===== config.mk =====
export PLATFORM = sky130hd
export DESIGN_NAME = pfc_ctrl
export DESIGN_NICKNAME = d
export VERILOG_FILES = /design/src/rtl/core/pileup_feature_counter_assert.svh /design/src/rtl/core/pfc_pkg.sv /design/src/rtl/core/pfc_ctrl.sv
export SDC_FILE = /design/constraint.sdc
export NUM_CORES = 1
export LEC_CHECK = 0
export BUFFER_PORTS_ARGS = -buffer_cell sky130_fd_sc_hd__buf_4
export CAP_MARGIN = 0
export CORE_MARGIN = 5
export CORE_UTILIZATION = 30
export CTS_CLUSTER_DIAMETER = 30
export DETAILED_ROUTE_END_ITERATION = 12
export HOLD_SLACK_MARGIN = 0.15
export PLACE_DENSITY = 0.6
export SYNTH_ARGS = -nofsm -noshare
export SYNTH_HDL_FRONTEND = slang
export SYNTH_SLANG_ARGS = --single-unit

===== constraint.sdc =====
create_clock -name clk -period 2 [get_ports clk]
set_clock_uncertainty 0.05 [all_clocks]
set_input_delay 0.6 -clock clk [delete_from_list [all_inputs] [get_ports clk]]
set_output_delay 0.6 -clock clk [all_outputs]
set_load 0.02 [all_outputs]

===== src/rtl/core/pileup_feature_counter_assert.svh =====
// Assertion macros for the pileup feature counter
`ifndef PILEUP_FEATURE_COUNTER_ASSERT_SVH
`define PILEUP_FEATURE_COUNTER_ASSERT_SVH

// property that holds on every clock edge outside reset
`define PFC_ASSERT(label, prop, msg) \
	label: assert property (@(posedge clk) disable iff (!arst_n) (prop)) else $error(msg);

`define PFC_ASSERT_IMPL(label, ante, cons, msg) \
	label: assert property (@(posedge clk) disable iff (!arst_n) (ante) |-> (cons)) \
		else $error(msg);

`endif


===== src/rtl/core/pfc_pkg.sv =====
package pfc_pkg;

	localparam int RegionLen = 16384;
	localparam int OffW = $clog2(RegionLen);
	localparam int CountW = 16;
	localparam int NumFeat = 14;
	localparam int FeatW = 4;
	localparam int FeatDepth = RegionLen * NumFeat;
	localparam int FeatAddrW = $clog2(FeatDepth);

	typedef enum logic [1:0] {
		OP_START = 2'd0,
		OP_CIGAR = 2'd1,
		OP_BASE = 2'd2,
		OP_READOUT = 2'd3
	} op_t;

	localparam logic [3:0] CIG_M = 4'd0;
	localparam logic [3:0] CIG_I = 4'd1;
	localparam logic [3:0] CIG_D = 4'd2;
	localparam logic [3:0] CIG_N = 4'd3;
	localparam logic [3:0] CIG_P = 4'd6;
	localparam logic [3:0] CIG_EQ = 4'd7;
	localparam logic [3:0] CIG_X = 4'd8;

	localparam logic [1:0] REG_START = 2'd0;
	localparam logic [1:0] REG_END = 2'd1;
	localparam logic [1:0] REG_MAX = 2'd2;

	localparam logic [FeatW-1:0] F_OTHER = 4'd4;
	localparam logic [FeatW-1:0] F_INS = 4'd5;
	localparam logic [FeatW-1:0] F_DEL = 4'd6;
	localparam logic [FeatW-1:0] F_COV = 4'd14;

	typedef enum logic [3:0] {
		ST_CLEAR,
		ST_IDLE,
		ST_SKIP,
		ST_CIG,
		ST_INS,
		ST_DEL,
		ST_GAP,
		ST_BASE,
		ST_RD,
		ST_OUT
	} state_t;

	// controller -> datapath
	typedef struct packed {
		logic clr_step;
		logic ld_start;
		logic ld_cigar;
		logic do_skip;
		logic upd_ins;
		logic upd_del;
		logic upd_gap;
		logic upd_base;
		logic rd_issue;
		logic out_next;
		logic stop_read;
	} pfc_cmd_t;

	// datapath -> controller
	typedef struct packed {
		logic clr_done;
		logic active;
		logic bases_pend;
		logic past_end;
		logic gap_done;
		logic rd_done;
	} pfc_stat_t;

	function automatic logic [FeatW-1:0] feat_of(input logic [7:0] ch, input logic rev);
		logic [7:0] u;
		logic [FeatW-1:0] k;
		u = (ch >= 8'h61 && ch <= 8'h7a) ? ch - 8'd32 : ch;
		unique case (u)
			8'h41: k = 4'd0;
			8'h43: k = 4'd1;
			8'h47: k = 4'd2;
			8'h54: k = 4'd3;
			8'h49: k = F_INS;
			8'h44: k = F_DEL;
			default: k = F_OTHER;
		endcase
		return rev ? k : k + 4'd7;
	endfunction

endpackage


===== src/rtl/core/pfc_ctrl.sv =====
module pfc_ctrl import pfc_pkg::*; (
	input logic clk,
	input logic arst_n,
	input logic in_valid,
	output logic in_stall,
	input logic [1:0] op,
	input logic [3:0] cigar_kind,
	input logic out_stall,
	input logic out_valid,
	output pfc_cmd_t cmd,
	input pfc_stat_t stat
);

	state_t state_q, state_d;
	logic acc;

	assign in_stall = (state_q != ST_IDLE);
	assign acc = in_valid && !in_stall;

	always_ff @(posedge clk or negedge arst_n) begin
		if (!arst_n) state_q <= ST_CLEAR;
		else state_q <= state_d;
	end

	always_comb begin
		state_d = state_q;
		cmd = '0;
		unique case (state_q)
			ST_CLEAR: begin
				cmd.clr_step = 1'b1;
				if (stat.clr_done) state_d = ST_IDLE;
			end
			ST_IDLE: begin
				if (acc) begin
					unique case (op_t'(op))
						OP_START: cmd.ld_start = 1'b1;
						OP_CIGAR: if (stat.active) state_d = ST_SKIP;
						OP_BASE: if (stat.active && stat.bases_pend) state_d = ST_BASE;
						OP_READOUT: state_d = ST_RD;
					endcase
				end
			end
			ST_SKIP: begin
				cmd.do_skip = 1'b1;
				state_d = ST_CIG;
			end
			ST_CIG: begin
				if (!stat.active) state_d = ST_IDLE;
				else if (stat.past_end) begin
					cmd.stop_read = 1'b1;
					state_d = ST_IDLE;
				end else begin
					priority if (cigar_kind == CIG_M || cigar_kind == CIG_EQ
						|| cigar_kind == CIG_X) begin
						cmd.ld_cigar = 1'b1;
						state_d = ST_IDLE;
					end else if (cigar_kind == CIG_I) state_d = ST_INS;
					else if (cigar_kind == CIG_D || cigar_kind == CIG_N
						|| cigar_kind == CIG_P) state_d = ST_DEL;
					else state_d = ST_IDLE;
				end
			end
			ST_INS: begin
				cmd.upd_ins = 1'b1;
				state_d = ST_IDLE;
			end
			ST_DEL: begin
				cmd.upd_del = 1'b1;
				state_d = ST_GAP;
			end
			ST_GAP: begin
				// one gap position per cycle, then advance walk by the length
				cmd.upd_gap = 1'b1;
				if (stat.gap_done) state_d = ST_IDLE;
			end
			ST_BASE: begin
				cmd.upd_base = 1'b1;
				state_d = ST_IDLE;
			end
			ST_RD: begin
				cmd.rd_issue = 1'b1;
				state_d = ST_OUT;
			end
			ST_OUT: begin
				if (out_valid && !out_stall) begin
					cmd.out_next = 1'b1;
					if (stat.rd_done) state_d = ST_IDLE;
					else state_d = ST_RD;
				end
			end
			default: state_d = ST_IDLE;
		endcase
	end

endmodule


==> metrics.md, run 1 <==
| Metric | Value |
|---|---|
| Max reg flops | `4` |
| Placed Instances | `116` |
| Detailed-route DRC error count | `0` |
| Post-synth top area share | `between 20% and 30%` |
| Worst-path fanout max | `2` |
| Slew @ Worst Pin | `0.2983 ns` |
| Pin count of the biggest net entering global routing | `13` |
| Count leader, synth | `nand2b_1` |
| Wire per inst | `between 15 and 20 um` |
| Status | `finished with violations` |
| CTS Sinks | `4` |
| Clk Latency, worst-skew pair | `about 0.24 ns` |
| Cells after Synth | `between 60 and 70` |
| Top flop regs | `state_q x4` |
| Yosys reg bits | `4` |
| Fraction of layout instances using a drive strength above 1 | `57.52%` |
| Pwr/cell area | `~1100 nW/um2` |
| Post-Layout Cell Count | `129` |
| Max-cap viol count | `0` |
| Initial DRC Count | `18` |
| Largest Register | `state_q` |
| Yosys warning count | `0` |
| Final wirelength | `slightly below 2000 um` |
| Tot GR Track Use | `13.83%` |
| H-Tree Level Count | `1` |
| Setup slack after layout | `-0.2523 ns` |
| FP Rows | `14` |
| First-pass GRT wire length | `2835 um` |
| Layout net count | `between 100 and 150` |
| RSZ-0062 raised after global routing | `true` |
| Die Y | `50.85 um` |
| Vias | `722` |
| GR Overflow Total | `0` |
| Final setup vio count | `4` |
| Die area | `2585 um2` |
| Syn avg cell area | `7.253 um2` |
| Die width | `50.85 um` |
| Root Driver | `clkbuf_4` |
| Synth Net Count | `86` |
| # IOs | `29` |
| Vias/cell | `5.597` |
| Period minus WS final | `2.252 ns` |
| Antenna Violating Nets Remaining | `0` |
| Synth area leaders | `dfrtp_1, nand2b_1, nor3_1, a211oi_1, nor2_1` |
| Worst-path clk slew | `~0.040 ns` |
| Crit share post-route | `112.6%` |
| Finished layout cell area | `approximately 1000 um2` |
| Layout area overhead | `99.25%` |
| Synth area leader | `dfrtp_1` |
| Vias in the first global route | `between 600 and 700` |
| Slew headroom | `approximately four fifths` |
| Worst R2R Start | `state_q[1]` |
| Gpl congestion | `0.7498` |
| Register area share after synthesis | `20.00%` |
| Critical path class | `flop to output port` |
| Number of synthesized flops with an enable pin | `0` |
| Critical path launch point type | `flop` |
| DPL Wire Length | `1257 um` |
| Diodes inserted | `0` |
| Post-synthesis cell type count | `30` |
| Launch point of the worst path | `state_q[1]` |
| LEAKAGE | `0.0004530 uW` |
| Failing checks | `setup timing` |
| Initial antenna violation count | `0` |
| Buffers on Ports | `28` |
| Worst vdd ir | `0.0005389 V` |
| Mapped Area | `500.5 um2` |
| Arrival @ worst endpoint | `1.60 ns` |
| TritonCTS clock tree | `built` |
| List of most frequent post-synthesis cells | `nand2b_1, nor2_1, nor3_1` |
| Pre-CTS setup slack | `-0.01172 ns` |
| CP endpoint | `cmd[9]` |
| Num CTS Buffers | `3` |
| Worst setup EP type | `output port` |
| R2R Path End | `state_q[0]` |
| Reg2reg setup slack | `~0.21 ns` |
| Pre-antenna DRT Iters | `4` |
| Total core area | `roughly 1500 um2` |
| Pwr Total | `1078 uW` |
| Slew Viols, Final | `0` |
| Ys flop type | `dfrtp_1` |
| Initial Util | `32.47%` |
| Post-DP Area | `778.2 um2` |
| Worst EP required | `1.35 ns` |
| FMAX | `444.0 MHz` |
| Fillers | `124` |
| HP Class | `input pin to flop` |
| Register-to-Register Path Depth | `7` |
| Ys async rst share | `between 90% and 100%` |
| CTS Buffer Depth | `2` |
| Hold Vio Cnt, Final | `0` |
| Setup TNS | `-0.5959 ns` |
[worst min-delay path by stage]
stage	start	endpoint	slack, ns	cells after the start
finish	stat[0]	state_q[3]	0.54	2
global route	stat[0]	state_q[3]	0.56	2
CTS	stat[0]	state_q[3]	0.55	2
detailed placement	arst_n	state_q[1]	0.35	1
global placement	arst_n	state_q[1]	0.35	1
floorplan	arst_n	state_q[0]	0.25	0
[placed cells by master (no fill, tap or decap), drive strengths merged, types with 2 or more instances in the layout]
cell    count
clkbuf      3
buf        44
o211ai      2
a211oi      3
nor4b       2
and3        2
a21oi       3
nand2b      9
inv         2
nor2        6
dfrtp       4
o21ai       4
nor3        6
nand2       4
nor2b       3
[final cells by class]
cell class              count  area, um2  share of cell area, %
repair buffers             45      370.4                  37.14
clock buffers               3      22.52                  2.258
multi-input cells          59      476.7                  47.80
flip-flops and latches      4      100.1                  10.04
inverters                   2      7.507                 0.7528
well taps                  16      20.02                  2.008
[kinds of logic after synthesis]
| group | share of synthesized area (%) |
|---|---|
| AND/OR/NAND/NOR | 46.75 |
| buffers and inverters | 5.501 |
| AO/OA/AOI/OAI | 27.75 |
| flip-flops | 20.00 |
[layer usage]
layer	up-vias	share of wire [%]	track usage (%)	routed length, um
met4	0	1.0	6.383	20
met3	3	5.9	1.744	114
li1	350	-	-	-
met2	30	52	24.38	1017
met5	-	0	0	0
met1	339	41	16.43	794
[worst max-delay path: stages, from the launching register on]
cell and delay, ns:
dfrtp_1 0.36, or4b_4 0.56, nor4b_4 0.26, buf_4 0.18
[timing repair]
action	in CTS	in global routing
hold endpoints to repair	4	0
pin swaps	2	1
buffers inserted	6	3
hold buffers	1	0
setup endpoints to repair	4	12
resized for setup	7	20
[power breakdown]
part           leakage, uW  switching [uW]  internal [uW]
sequential       0.0000516            13.8            108
clock            0.0000138            34.5           67.2
combinational     0.000388             429            425
total             0.000453             477            601
[through the flow]
stage / util (%) / hold slack (ns)
2_1_floorplan: - / 0.2544
3_3_place_gp: 50.49 / 0.3464
3_5_place_dp: 50.49 / 0.3460
4_1_cts: 57.55 / 0.5506
5_1_grt: 64.69 / 0.5636
6_report: 64.69 / 0.5426
Note: power is estimated with default switching activity, not from simulation.
==> run 2, diff against run 1 <==
- TNS_END_PERCENT: default -> 1
==> run 2 against run 1 <==
Net effect: the run still ends with setup timing left; critical path depth unchanged; total power down 20%; register-to-register slack improved by 0.07 ns; setup slack gained 0.013 ns; final cell count decreased by 7.0%; die area unchanged; largest cell class unchanged; largest power group unchanged.
==> metrics.md, run 2 (synthesis gave the netlist of run 1 again) <==
| Metric | Value |
|---|---|
| CTS Buffer Depth | `2` |
| Fillers | `about 150` |
| Commonest non-fill, non-tap cell in the layout | `buf_4` |
| Setup TNS | `-0.4905 ns` |
| Initial antenna violation count | `0` |
| Pwr/cell area | `1025 nW/um2` |
| Critical path launch point type | `flop` |
| Post-Layout Cell Count | `120` |
| Layout net count | `123` |
| Pwr Total | `approximately 860 uW` |
| DPL Wire Length | `1257 um` |
| CTS Sinks | `4` |
| Clk Latency, worst-skew pair | `0.23 ns` |
| Fraction of layout instances using a drive strength above 1 | `44.23%` |
| Initial DRC Count | `14` |
| Diodes inserted | `0` |
| Status | `finished with violations` |
| Layout area overhead | `67.25%` |
| Pre-antenna DRT Iters | `4` |
| Vias | `665` |
| Slew Viols, Final | `0` |
| Launch point of the worst path | `state_q[1]` |
| Internal | `around 470 uW` |
| LEAKAGE | `between 0.0003 and 0.0004 uW` |
| Gpl congestion | `0.7498` |
| TritonCTS clock tree | `built` |
| Hold_sp | `stat[0]` |
| Arrival @ worst endpoint | `1.59 ns` |
| CP max-delay cell | `or4b_4` |
| Final wirelength | `1601 um` |
| H-Tree Level Count | `1` |
| Pin count of the biggest net entering global routing | `14` |
| Worst R2R Start | `state_q[2]` |
| RSZ-0062 raised after global routing | `true` |
| Final setup vio count | `4` |
| Reg power frac | `14.0%` |
| Die width | `50.85 um` |
| # IOs | `29` |
| Finished layout cell area | `837.1 um2` |
| Critical path class | `flop to output port` |
| Top flop regs | `state_q x4` |
| Root Driver | `clkbuf_4` |
| Net switching power figure | `390.6 uW` |
| Worst-path fanout max | `2` |
| CP cell instances | `or4b_4, nor4b_4, buf_4` |
| Num CTS Buffers | `3` |
| Worst setup EP type | `output port` |
| Final core area utilization | `54.30%` |
| Initial Util | `32.47%` |
| Most frequent cells in the layout | `buf_4, nand2b_1` |
| FMAX | `446.6 MHz` |
| Die area | `2585 um2` |
| Crit share post-route | `111.9%` |
| Wire per inst | `around 13 um` |
| Period minus WS final | `roughly 2.2 ns` |
| Buffers on Ports | `28` |
| Worst EP required | `1.35 ns` |
| First-pass GRT wire length | `2684 um` |
| Critical path's largest stage delay | `0.56 ns` |
| Slew headroom | `80.03%` |
| FP Rows | `14` |
| Antenna Violating Nets Remaining | `0` |
| HP Class | `input pin to flop` |
| Switching share of power | `45.54%` |
| Slew @ Worst Pin | `0.2977 ns` |
| Gate power share | `74.4%` |
| Total core area | `approximately 1500 um2` |
| Worst-path clk slew | `0.04 ns` |
| Setup slack after layout | `-0.2389 ns` |
| Max reg flops | `4` |
| Max-cap viol count | `0` |
| Vias in the first global route | `654` |
| GR Overflow Total | `0` |
| Clock power frac | `11.6%` |
| Worst vdd ir | `0.0004476 V` |
| Largest Register | `state_q` |
| Failing checks | `setup timing` |
| Vias/cell | `5.542` |
| Placed Instances | `116` |
| Die Y | `50.85 um` |
| Post-DP Area | `778.2 um2` |
| Hold Vio Cnt, Final | `0` |
| Detailed-route DRC error count | `0` |
| Tot GR Track Use | `~13%` |
## run 2: layer usage
layer	share of wire (%)	track usage, %	wire [um]
met1	44	16.78	705
met2	50	20.66	795
met3	6.2	1.744	100
met4	0	6.809	0
met5	0	0	0
## run 2: stage by stage
step	setup slack [ns]	hold slack (ns)
after global routing	-0.3013	0.5636
final	-0.2389	0.5566
after detailed placement	-0.01172	0.3460
after floorplan	-0.04707	0.2544
after global placement	0.01092	0.3464
after CTS	-0.2565	0.5506
## run 2: layout make-up
| cell class | instances | area [um2] | area share, % |
|---|---|---|---|
| tap | 16 | 20.02 | 2.392 |
| sequential | 4 | 100.1 | 11.96 |
| timing repair buffer | 36 | 276.5 | 33.03 |
| inverter | 2 | 7.507 | 0.8969 |
| clock buffer | 3 | 22.52 | 2.691 |
| multi-input combinational | 59 | 410.4 | 49.03 |
## run 2: critical path: cells and delay by family, from the launching register on
family / cells / cell delay, ns
AND/OR/NAND/NOR: 2 / 0.82
flip-flops: 1 / 0.36
buffers and inverters: 1 / 0.18
## run 2: path summary, 6_finish.rpt
| check | endpoint | slack, ns | depth (start not counted) |
|---|---|---|---|
| max in group asynchronous | state_q[0] | 1.15 | 2 |
| min in group asynchronous | state_q[2] | 0.65 | 2 |
| worst max-delay path | cmd[9] | -0.24 | 3 |
| worst max register to register | state_q[0] | 0.28 | 5 |
| worst min-delay path | state_q[3] | 0.56 | 2 |
| worst min register to register | state_q[1] | 0.60 | 2 |
## run 2: power groups by stage
| stage | clock, uW | combinational [uW] | sequential, uW |
|---|---|---|---|
| after floorplan | 0 | 381 | 125 |
| after global placement | 0 | 611 | 121 |
| after detailed placement | 0 | 607 | 121 |
| after CTS | 101 | 613 | 120 |
| after global routing | 103 | 693 | 124 |
| final | 99.5 | 638 | 120 |
## run 2: what timing repair did
| item | in CTS | in global routing |
|---|---|---|
| pin swaps | 1 | 0 |
| setup endpoints to repair | 4 | 11 |
| setup buffers | 0 | 0 |
| gates resized for setup | 0 | 7 |
| hold buffers | 1 | 0 |
| hold endpoints to repair | 4 | 0 |
